<file path="src/hw/rtl/dra_pkg.sv">
// shared types and constants for the dns response address parser
package dra_pkg;

  // parse phase codes
  localparam logic [3:0] PH_IDLE   = 4'd0;
  localparam logic [3:0] PH_HEADER = 4'd1;
  localparam logic [3:0] PH_QLEN   = 4'd2;
  localparam logic [3:0] PH_QSKIP  = 4'd3;
  localparam logic [3:0] PH_QFIX   = 4'd4;
  localparam logic [3:0] PH_ALEN   = 4'd5;
  localparam logic [3:0] PH_ASKIP  = 4'd6;
  localparam logic [3:0] PH_APTR   = 4'd7;
  localparam logic [3:0] PH_AFIX   = 4'd8;
  localparam logic [3:0] PH_ALENHI = 4'd9;
  localparam logic [3:0] PH_ALENLO = 4'd10;
  localparam logic [3:0] PH_ADATA  = 4'd11;
  localparam logic [3:0] PH_DONE   = 4'd12;

  // message layout constants
  localparam logic [15:0] HEADER_BYTES  = 16'd12;
  localparam logic [15:0] QUESTION_TAIL = 16'd4;
  localparam logic [15:0] ANSWER_FIXED  = 16'd8;
  localparam logic [15:0] ADDR_BYTES    = 16'd4;
  localparam logic [7:0]  POINTER_MASK  = 8'hC0;

  // one input byte with its start flag
  typedef struct packed {
    logic [7:0] data_byte;
    logic       first_byte;
  } item_t;

  // one extracted address
  typedef struct packed {
    logic        valid;
    logic [31:0] ip_address;
    logic [15:0] answer_number;
  } res_t;

endpackage

</file>
<file path="src/hw/rtl/dra_in_reg.sv">
// input register stage holding one accepted byte
module dra_in_reg (
  input  logic           clk,
  input  logic           rst_n,
  input  logic           in_valid,
  output logic           in_ready,
  input  dra_pkg::item_t in_item,
  input  logic           space,
  output logic           step,
  output dra_pkg::item_t item
);

  logic           valid_r;
  logic           valid_nxt;
  dra_pkg::item_t item_r;

  // advance when downstream has room for a possible result
  assign step     = valid_r && space;
  assign in_ready = !valid_r || step;
  assign item     = item_r;

  always_comb begin
    valid_nxt = valid_r;
    if (in_valid && in_ready) begin
      valid_nxt = 1'b1;
    end else if (step) begin
      valid_nxt = 1'b0;
    end
  end

  always_ff @(posedge clk) begin
    if (!rst_n) begin
      valid_r <= 1'b0;
    end else begin
      valid_r <= valid_nxt;
    end
  end

  // payload capture
  always_ff @(posedge clk) begin
    if (in_valid && in_ready) begin
      item_r <= in_item;
    end
  end

endmodule

</file>
<file path="src/hw/rtl/dra_parse_core.sv">
// parse state machine: one byte per step, optional address result
module dra_parse_core (
  input  logic           clk,
  input  logic           rst_n,
  input  logic           step,
  input  dra_pkg::item_t item,
  output dra_pkg::res_t  res
);

  logic [3:0]  phase_r, phase_nxt;
  logic [15:0] byte_counter_r, byte_counter_nxt;
  logic [15:0] questions_left_r, questions_left_nxt;
  logic [15:0] answers_left_r, answers_left_nxt;
  logic [15:0] data_length_r, data_length_nxt;
  logic [31:0] address_gather_r, address_gather_nxt;
  logic [15:0] answer_index_r, answer_index_nxt;

  // state after an optional restart
  logic [3:0]  cur_ph;
  logic [15:0] cur_bc, cur_ql, cur_al, cur_dl, cur_ai;
  logic [31:0] cur_ag;
  logic [15:0] bc_inc, bc_dec, dl_full;
  logic [31:0] ag_shift;
  logic [7:0]  b;

  assign b = item.data_byte;

  // a start flag restarts the parse at header byte 0
  always_comb begin
    if (item.first_byte) begin
      cur_ph = dra_pkg::PH_HEADER;
      cur_bc = '0;
      cur_ql = '0;
      cur_al = '0;
      cur_dl = '0;
      cur_ag = '0;
      cur_ai = '0;
    end else begin
      cur_ph = phase_r;
      cur_bc = byte_counter_r;
      cur_ql = questions_left_r;
      cur_al = answers_left_r;
      cur_dl = data_length_r;
      cur_ag = address_gather_r;
      cur_ai = answer_index_r;
    end
  end

  assign bc_inc   = cur_bc + 16'd1;
  assign bc_dec   = cur_bc - 16'd1;
  assign dl_full  = {cur_dl[15:8], b};
  assign ag_shift = {cur_ag[23:0], b};

  // next state and result
  always_comb begin
    phase_nxt          = cur_ph;
    byte_counter_nxt   = cur_bc;
    questions_left_nxt = cur_ql;
    answers_left_nxt   = cur_al;
    data_length_nxt    = cur_dl;
    address_gather_nxt = cur_ag;
    answer_index_nxt   = cur_ai;
    res.valid          = 1'b0;
    res.ip_address     = ag_shift;
    res.answer_number  = cur_ai;
    case (cur_ph)
      dra_pkg::PH_HEADER: begin
        if (cur_bc == 16'd4) begin
          questions_left_nxt = {b, 8'd0};
        end else if (cur_bc == 16'd5) begin
          questions_left_nxt = {cur_ql[15:8], b};
        end else if (cur_bc == 16'd6) begin
          answers_left_nxt = {b, 8'd0};
        end else if (cur_bc == 16'd7) begin
          answers_left_nxt = {cur_al[15:8], b};
        end
        byte_counter_nxt = bc_inc;
        if (bc_inc >= dra_pkg::HEADER_BYTES) begin
          if (questions_left_nxt != 16'd0) begin
            phase_nxt = dra_pkg::PH_QLEN;
          end else if (answers_left_nxt != 16'd0) begin
            phase_nxt = dra_pkg::PH_ALEN;
          end else begin
            phase_nxt = dra_pkg::PH_DONE;
          end
        end
      end
      dra_pkg::PH_QLEN: begin
        if (b == 8'd0) begin
          byte_counter_nxt = dra_pkg::QUESTION_TAIL;
          phase_nxt        = dra_pkg::PH_QFIX;
        end else begin
          byte_counter_nxt = {8'd0, b};
          phase_nxt        = dra_pkg::PH_QSKIP;
        end
      end
      dra_pkg::PH_QSKIP: begin
        byte_counter_nxt = bc_dec;
        if (bc_dec == 16'd0) begin
          phase_nxt = dra_pkg::PH_QLEN;
        end
      end
      dra_pkg::PH_QFIX: begin
        byte_counter_nxt = bc_dec;
        if (bc_dec == 16'd0) begin
          questions_left_nxt = cur_ql - 16'd1;
          if (questions_left_nxt != 16'd0) begin
            phase_nxt = dra_pkg::PH_QLEN;
          end else if (cur_al != 16'd0) begin
            phase_nxt = dra_pkg::PH_ALEN;
          end else begin
            phase_nxt = dra_pkg::PH_DONE;
          end
        end
      end
      dra_pkg::PH_ALEN: begin
        if ((b & dra_pkg::POINTER_MASK) != 8'd0) begin
          phase_nxt = dra_pkg::PH_APTR;
        end else if (b == 8'd0) begin
          byte_counter_nxt = dra_pkg::ANSWER_FIXED;
          phase_nxt        = dra_pkg::PH_AFIX;
        end else begin
          byte_counter_nxt = {8'd0, b};
          phase_nxt        = dra_pkg::PH_ASKIP;
        end
      end
      dra_pkg::PH_ASKIP: begin
        byte_counter_nxt = bc_dec;
        if (bc_dec == 16'd0) begin
          phase_nxt = dra_pkg::PH_ALEN;
        end
      end
      dra_pkg::PH_APTR: begin
        byte_counter_nxt = dra_pkg::ANSWER_FIXED;
        phase_nxt        = dra_pkg::PH_AFIX;
      end
      dra_pkg::PH_AFIX: begin
        byte_counter_nxt = bc_dec;
        if (bc_dec == 16'd0) begin
          phase_nxt = dra_pkg::PH_ALENHI;
        end
      end
      dra_pkg::PH_ALENHI: begin
        data_length_nxt = {b, 8'd0};
        phase_nxt       = dra_pkg::PH_ALENLO;
      end
      dra_pkg::PH_ALENLO: begin
        data_length_nxt    = dl_full;
        byte_counter_nxt   = '0;
        address_gather_nxt = '0;
        if (dl_full == 16'd0) begin
          answers_left_nxt = cur_al - 16'd1;
          answer_index_nxt = cur_ai + 16'd1;
          phase_nxt = (answers_left_nxt != 16'd0) ? dra_pkg::PH_ALEN : dra_pkg::PH_DONE;
        end else begin
          phase_nxt = dra_pkg::PH_ADATA;
        end
      end
      dra_pkg::PH_ADATA: begin
        if (cur_dl == dra_pkg::ADDR_BYTES) begin
          address_gather_nxt = ag_shift;
        end
        byte_counter_nxt = bc_inc;
        if (bc_inc >= cur_dl) begin
          res.valid        = (cur_dl == dra_pkg::ADDR_BYTES);
          answers_left_nxt = cur_al - 16'd1;
          answer_index_nxt = cur_ai + 16'd1;
          phase_nxt = (answers_left_nxt != 16'd0) ? dra_pkg::PH_ALEN : dra_pkg::PH_DONE;
        end
      end
      default: begin
      end
    endcase
  end

  // control state
  always_ff @(posedge clk) begin
    if (!rst_n) begin
      phase_r          <= dra_pkg::PH_IDLE;
      byte_counter_r   <= '0;
      questions_left_r <= '0;
      answers_left_r   <= '0;
      data_length_r    <= '0;
      address_gather_r <= '0;
      answer_index_r   <= '0;
    end else if (step) begin
      phase_r          <= phase_nxt;
      byte_counter_r   <= byte_counter_nxt;
      questions_left_r <= questions_left_nxt;
      answers_left_r   <= answers_left_nxt;
      data_length_r    <= data_length_nxt;
      address_gather_r <= address_gather_nxt;
      answer_index_r   <= answer_index_nxt;
    end
  end

  // a result comes only from the last byte of a four-byte data field
  assert property (@(posedge clk) disable iff (!rst_n)
    res.valid |-> (phase_r == dra_pkg::PH_ADATA && !item.first_byte
                   && data_length_r == dra_pkg::ADDR_BYTES))
    else $error("address emitted outside a four-byte data field");

  // once done, only a start flag leaves the done phase
  assert property (@(posedge clk) disable iff (!rst_n)
    (step && !item.first_byte && phase_r == dra_pkg::PH_DONE) |=>
    phase_r == dra_pkg::PH_DONE)
    else $error("parse left done phase without a start");

endmodule

</file>
<file path="src/hw/rtl/dra_out_buf.sv">
// two-entry result buffer feeding the output channel
module dra_out_buf (
  input  logic          clk,
  input  logic          rst_n,
  input  logic          push,
  input  dra_pkg::res_t res,
  output logic          space,
  output logic          out_valid,
  input  logic          out_ready,
  output logic [31:0]   ip_address,
  output logic [15:0]   answer_number
);

  logic [1:0]  count_r, count_nxt;
  logic [47:0] ent0_r, ent1_r;
  logic [47:0] wr_data;
  logic        pop;

  assign wr_data       = {res.answer_number, res.ip_address};
  assign out_valid     = (count_r != 2'd0);
  assign pop           = out_valid && out_ready;
  assign space         = (count_r != 2'd2);
  assign ip_address    = ent0_r[31:0];
  assign answer_number = ent0_r[47:32];

  always_comb begin
    count_nxt = count_r;
    if (push && !pop) begin
      count_nxt = count_r + 2'd1;
    end else if (pop && !push) begin
      count_nxt = count_r - 2'd1;
    end
  end

  always_ff @(posedge clk) begin
    if (!rst_n) begin
      count_r <= '0;
    end else begin
      count_r <= count_nxt;
    end
  end

  // entry shifting, head in entry 0
  always_ff @(posedge clk) begin
    if (pop) begin
      if (push && count_r == 2'd1) begin
        ent0_r <= wr_data;
      end else begin
        ent0_r <= ent1_r;
      end
      if (push && count_r == 2'd2) begin
        ent1_r <= wr_data;
      end
    end else if (push) begin
      if (count_r == 2'd0) begin
        ent0_r <= wr_data;
      end else begin
        ent1_r <= wr_data;
      end
    end
  end

  // occupancy bound
  assert property (@(posedge clk) disable iff (!rst_n) count_r != 2'd3)
    else $error("result buffer count out of range");

  // no push into a full buffer
  assert property (@(posedge clk) disable iff (!rst_n)
    push |-> (count_r != 2'd2))
    else $error("result pushed into full buffer");

endmodule

</file>
<file path="src/hw/rtl/dns_response_address_parser.sv">
// dns response parser extracting ipv4 addresses from answer records
// a byte is captured in the input register, parsed there while the result buffer has
// space, and its address, if any, is registered in the result buffer that drives out_
// throughput: one byte per cycle while the result buffer has space, set by the parse update
// a two-entry result buffer keeps input flowing while one result waits
// reset (rst_n low, synchronous) empties all stages and idles the parser
module dns_response_address_parser (
  input  logic        clk,
  input  logic        rst_n,
  input  logic        in_tvalid,
  output logic        in_tready,
  input  logic [7:0]  in_tdata,   // [7:0] data_byte
  input  logic        in_tuser,   // [0] first_byte
  output logic        out_tvalid,
  input  logic        out_tready,
  output logic [47:0] out_tdata   // [31:0] ip_address, [47:32] answer_number
);

  dra_pkg::item_t in_item;
  dra_pkg::item_t item;
  dra_pkg::res_t  res;
  logic           step;
  logic           space;
  logic [31:0]    ip_address;
  logic [15:0]    answer_number;

  assign in_item.data_byte  = in_tdata;
  assign in_item.first_byte = in_tuser;
  assign out_tdata          = {answer_number, ip_address};

  // input register
  dra_in_reg u_in_reg (
    .clk      (clk),
    .rst_n    (rst_n),
    .in_valid (in_tvalid),
    .in_ready (in_tready),
    .in_item  (in_item),
    .space    (space),
    .step     (step),
    .item     (item)
  );

  // parse state machine
  dra_parse_core u_core (
    .clk   (clk),
    .rst_n (rst_n),
    .step  (step),
    .item  (item),
    .res   (res)
  );

  // result buffer
  dra_out_buf u_out_buf (
    .clk           (clk),
    .rst_n         (rst_n),
    .push          (step && res.valid),
    .res           (res),
    .space         (space),
    .out_valid     (out_tvalid),
    .out_ready     (out_tready),
    .ip_address    (ip_address),
    .answer_number (answer_number)
  );

endmodule
</file>
<file path="config.mk">
export PLATFORM = sky130hd
export DESIGN_NAME = dns_response_address_parser
export DESIGN_NICKNAME = d
export VERILOG_FILES = /design/src/hw/rtl/dra_pkg.sv /design/src/hw/rtl/dra_in_reg.sv /design/src/hw/rtl/dra_parse_core.sv /design/src/hw/rtl/dra_out_buf.sv /design/src/hw/rtl/dns_response_address_parser.sv
export SDC_FILE = /design/constraint.sdc
export NUM_CORES = 1
export LEC_CHECK = 0
export BUFFER_PORTS_ARGS = -buffer_cell sky130_fd_sc_hd__buf_2
export CELL_PAD_IN_SITES_DETAIL_PLACEMENT = 1
export CELL_PAD_IN_SITES_GLOBAL_PLACEMENT = 2
export CORE_ASPECT_RATIO = 1.25
export CORE_MARGIN = 2
export CORE_UTILIZATION = 35
export CTS_CLUSTER_SIZE = 25
export DETAILED_ROUTE_END_ITERATION = 10
export HOLD_SLACK_MARGIN = 0.06
export PLACE_DENSITY_LB_ADDON = 0.1
export SETUP_SLACK_MARGIN = 0.3
export SLEW_MARGIN = 20
export SYNTH_ARGS = -nofsm -noshare
export SYNTH_HDL_FRONTEND = slang
export SYNTH_SLANG_ARGS = --single-unit
</file>
<file path="constraint.sdc">
create_clock -name clk -period 8.2 [get_ports clk]
set_input_delay 0.41 -clock clk [delete_from_list [all_inputs] [get_ports clk]]
set_output_delay 0.41 -clock clk [all_outputs]
set_load 0.005 [all_outputs]
</file>
[Word-level counts from Yosys, hierarchy flattened]
Cells that the tools add are included.
W data, S select, Z words.
Word-level totals
  flip-flop bits (word level): 224
  input port bits: 13
  word-level logic and storage cells: 134
Operators by class
  equality and inequality tests: 21
  reduce and logical (&&, ||, !) cells: 31
  add/subtract/negate cells: 7
  mux-type cells: 60
  magnitude comparators: 2
Operators by type and width (count)
  $mux W48: 8
  $mux W16: 17
  $pmux W16 S2: 3
  $pmux W16 S6: 1
  $eq A16 B3 Y1 const B: 5
  $reduce_bool A16 Y1: 5
  $mux W32: 2
  $pmux W32 S2: 1
  $mux W4: 15
  $pmux W16 S3: 1
  $sub A16 B1 Y16 const B: 3
  $pmux W4 S11: 1
  $add A16 B1 Y16 const B: 2
  $logic_not A16 Y1: 2
  $mux W8: 4
  $eq A4 B3 Y1 const B: 4
  $eq A4 B4 Y1 const B: 4
  $ge A16 B16 Y1: 1
  $ge A16 B4 Y1 const B: 1
  $reduce_bool A2 Y1: 5
  $eq A4 B2 Y1 const B: 2
  $logic_and A1 B1 Y1: 8
  $logic_not A8 Y1: 1
  $reduce_bool A8 Y1: 1
  17 further kinds: 24

[Longest topological paths before layout]
  word-level depth: 12
  mapped depth: 25
  mapped depth without buffers: 19

[Modules after synthesis]
Synthesis repeated with hierarchy kept, for this count alone.
Second synthesis, totals
  cell total of the unflattened synthesis: 1429
  area, all modules: 12814.8 sq um
By module, submodules not included
  dra_parse_core: sequential area each 2162.1 sq um, times used 1, area each 8700.8 sq um, cells an instance 1236
  dra_out_buf: sequential area each 2922.8 sq um, times used 1, area each 3772.4 sq um, cells an instance 177
  dra_in_reg: sequential area each 290.3 sq um, times used 1, area each 335.3 sq um, cells an instance 15
  dns_response_address_parser: sequential area each 0.0 sq um, times used 1, area each 6.3 sq um, cells an instance 1

[Worst setup path after synthesis]
No wires, ideal clock.
  path type: register to register
  from: register u_in_reg.item_r (netlist bit u_in_reg.item[0])
  to: register u_out_buf.ent1_r[0], enable pin
  required time: 7.677 ns
  path slack: -0.473 ns
  stages on the path, launching flop included: 20
  arrival: 8.150 ns
  clock period less this slack: 8.673 ns
  cell sequence: edfxtp_1 > inv_1 > clkbuf_1 > buf_1 > clkbuf_1 > clkbuf_1 > nand2_1 > inv_1 > ha_1 > clkbuf_1 > nand3_1 > nor4_1 > mux2_2 > ha_1 > a31oi_1 > nor3_1 > o2111ai_1 > o211ai_1 > and2_0 > nor3b_1
On the way
  word-level cells in the longest chain between the ends: 9
  elaborated cells between the ends (all ways): 14
  classes of those cells: 1 x add/sub; 1 x order compare; 3 x eq/ne; 5 x mux; 4 x reduce/logical
RTL lines
  start, declared: RTL line dra_in_reg.sv:15  | dra_pkg::item_t item_r;
  start signal, assigned: RTL line dra_in_reg.sv:42  | item_r <= in_item;
  $mux W16: RTL line dra_parse_core.sv:30  | if (item.first_byte) begin
  $add A16 B1 Y16: RTL line dra_parse_core.sv:49  | assign bc_inc = cur_bc + 16'd1;
  $ge A16 B16 Y1: RTL line dra_parse_core.sv:164  | if (bc_inc >= cur_dl) begin
  $mux W1: RTL line dra_parse_core.sv:164
  $mux W1 *: RTL line dra_parse_core.sv:66  | case (cur_ph)
  $logic_and A1 B1 Y1 *: RTL line dns_response_address_parser.sv:56  | .push (step && res.valid),
  $logic_and A1 B1 Y1: RTL line dra_out_buf.sv:51  | if (push && count_r == 2'd2) begin
  $ne A2 B2 Y1 (no source line)
  $reduce_and A3 Y1 (no source line) *
  end signal, assigned: RTL line dra_out_buf.sv:52  | ent1_r <= wr_data;
  end signal, assigned: RTL line dra_out_buf.sv:58  | ent1_r <= wr_data;
  end, declared: RTL line dra_out_buf.sv:15  | logic [47:0] ent0_r, ent1_r;
Mark *: on every way between the ends. The rest lies on a longest branch, timed or not.
A chain may end at the register's enable or synchronous reset.

[Worst setup path in the final report]
  from: register u_in_reg.item_r (netlist bit u_in_reg.item[0])
  to: register u_out_buf.ent1_r[35], enable pin
Same word-level chain as after synthesis.

==> results_dict.tcl <==
set metrics [dict create \
    synth_cell_types 84 \
    synth_enable_flop_cells 105 \
    grt.overflow.total 0 \
    slew_viol_final 0 \
    whs_ps 100.5 \
    worstSetupStartpointType "register" \
    wl_um 42690 \
    final.setup.tns_ps 0 \
    synth_common_cells "nor2_1 (138), nand2_1 (136), dfxtp_1 (111)" \
    viasPerCell 5.742 \
    dpl.hpwl_um 28930 \
    clockBufferDepth 3 \
    hold_viol_final 0 \
    crit_type "register to register" \
    synth.avg_cell_area_um2 8.892 \
    async_flop_share_pct 0 \
    final_net_count 1468 \
    die_y_um 216.0 \
    area_growth_pct 12.50 \
    synth.top_cell.area_share_pct 25.06 \
    outcome "complete, no violations" \
    min_delay_worst_endpoint "u_in_reg.valid_r$_SDFFE_PN0P_" \
    period_needed_ps 5786 \
    final-setup-viol-count 0 \
    ys_warn_count 0 \
    cts.sinks 216 \
    numCtsBuffers 24 \
    syn_nets 1458 \
    clk_latency_ps 550 \
    dr.pass1.iters 4 \
    die_area_mm2 0.03749 \
    relSlewSlack_pct 35.50 \
    power.leakage_uw 0.004963 \
    post_drt_wl_per_cell_um 22.27 \
    ff2ff_path_depth 15 \
    worst_ir_drop_vdd_uv 133.5 \
    grt_pass1_vias 11486 \
    syn_area_mm2 0.01258 \
    placed_cell_area_mm2 0.01328 \
    critPathArrivalTime_ps 5980 \
    vias 11008 \
    synth-seq-cells 216 \
    hold_path.class "input port to register" \
    drt_iter0_markers 653 \
    gr-usage-all-layers_pct 22.64 \
    die_w_um 173.6 \
    min_path_cells 3 \
    fmaxAchievable_mhz 172.8 \
    synth-seq-area-share_pct 42.72 \
    n_antenna_cell 0 \
    grt_max_degree 78 \
    start_util_pct 35.49 \
    end_kind "register" \
    postRouteAntennaNets 0 \
    r2r_slack_ps 2410 \
    rr_endpoint "u_out_buf.ent1_r[35]$_DFFE_PP_" \
    synth_most_common_cell "nor2_1" \
    antenna_found_initial 0 \
    htree_levels 1 \
    timing.rr.start "u_in_reg.item[0]$_DFFE_PP_" \
    crit_required_ps 8390 \
    syn_inst 1415 \
    synth.area.top_cells "edfxtp_1 (25%), dfxtp_1 (18%), mux2_2 (4.2%)" \
    pwr_density_cell_mw_per_mm2 182.0 \
    clockRootBuffer "clkbuf_16" \
    worstMarginPinSlew_ps 967.5 \
    fin_crit_sh_pct 70.56 \
    drcViolationCount 0 \
    row_count 77 \
    synth_largest_area_cell "edfxtp_1" \
    cap_violations 0 \
    worstHoldStart "in_tvalid" \
    ys.flop_type "dfxtp_1" \
    path_max_fanout 34 \
    pin_count 63 \
    fin_worst_skew_ps 15.35 \
    path_clk_slew_ps 60 \
    grt_pass1_wl_um 67610 \
    io_buffers 62 \
    coreArea_mm2 0.03545 \
    rsz0062_at_grt "false" \
    gp_congestion 0.8249 \
    drive_gt1_share_pct 15.18 \
    cts_tree "done" \
    cts_setup_buffers 0 \
    fin_area_mm2 0.01415 \
]
==> power by group <==
part	leakage [uW]	switching [uW]	internal, uW	total, uW
logic	0.00271	209	99.7	308
registers	0.00187	29.6	1130	1160
clock network	0.000381	480	624	1100
==> metal layers <==
metal / track usage [%] / vias up / part of all wire (%)
met5: 0 / - / 0
met4: 6.807 / 0 / 2.6
met3: 2.361 / 62 / 3.1
met2: 41.71 / 203 / 51
met1: 27.75 / 5492 / 43
li1: - / 5251 / -
==> through the flow <==
step	worst slack [ps]	std cells	power, uW	utilization (%)
floorplan	1249	1415	1387	-
global placement	2551	1865	1490	37.44
finish	2414	1917	2576	39.92
CTS	2392	1917	2607	39.92
global route	1850	1917	2681	39.92
detailed placement	2418	1865	1491	37.45
==> what timing repair did <==
action | in CTS | in global routing
hold buffers | 8 | 0
resized for setup | 0 | 0
hold endpoints to repair | 8 | 0
==> registers in the layout, indices dropped and copies added, names as in the netlist <==
name,cells
u_in_reg.item,9
u_core.byte_counter_r,16
u_core.questions_left_r,16
u_core.address_gather_r,24
u_in_reg.valid_r,1
u_out_buf.ent1_r,48
u_core.data_length_r,16
u_core.answer_index_r,16
u_core.phase_r,4
u_out_buf.count_r,2
u_core.answers_left_r,16
u_out_buf.ent0_r,48
==> area by class of cell <==
class	instances	area, um^2
Multi-Input combinational cell	1062	6706
Inverter	24	91.34
Tap cell	474	593.1
Timing Repair Buffer	97	593.1
Clock inverter	16	160.2
Sequential cell	216	5375
Clock buffer	28	635.6
Fill cell	4122	21300
==> worst max-delay path by stage <==
stage                                          start                        endpoint  cells past startpoint
after floorplan           u_in_reg.item[0]$_DFFE_PP_   u_out_buf.ent1_r[0]$_DFFE_PP_                     19
after global placement    u_in_reg.item[0]$_DFFE_PP_  u_out_buf.ent1_r[42]$_DFFE_PP_                     15
after detailed placement  u_in_reg.item[0]$_DFFE_PP_  u_out_buf.ent1_r[42]$_DFFE_PP_                     15
after CTS                 u_in_reg.item[0]$_DFFE_PP_  u_out_buf.ent1_r[45]$_DFFE_PP_                     15
after global routing      u_in_reg.item[0]$_DFFE_PP_  u_out_buf.ent1_r[32]$_DFFE_PP_                     15
final                     u_in_reg.item[0]$_DFFE_PP_  u_out_buf.ent1_r[35]$_DFFE_PP_                     15
==> critical path, stage by stage (launching register included) <==
cell	delay, ps
edfxtp_1	420
inv_2	190
nand2_1	160
inv_1	150
ha_1	370
nand3_1	350
nor4_1	390
mux2_2	410
ha_1	280
a31oi_1	100
nor3_1	240
o2111ai_1	150
o211ai_1	530
and2_0	390
nor3b_4	740
buf_4	530
==> cells by family (layout without fill, tap and decap cells) <==
| logic type | Yosys count | after routing | synth area share, % |
|---|---|---|---|
| xor+xnor | 29 | 29 | 2.019 |
| flops | 216 | 216 | 42.72 |
| compound gates | 398 | 398 | 20.43 |
| fa+ha+maj | 30 | 30 | 2.983 |
| buf+inv | 137 | 165 | 4.346 |
| simple gates | 544 | 544 | 22.18 |
| mux | 61 | 61 | 5.330 |
==> cells in the final DEF (no fill, tap or decap), drive strengths merged, types with 17 or more instances in the layout <==
cell type,n
dfxtp,111
nor2,139
a31oi,21
ha,30
nor2b,54
a21oi,105
nor4,24
mux2,48
o21ai,88
clkbuf,28
a22oi,57
a211oi,18
edfxtp,105
xnor2,17
nand2,137
buf,89
nand3,41
inv,24
nor3,39
Power figures use the tool's default switching activity.
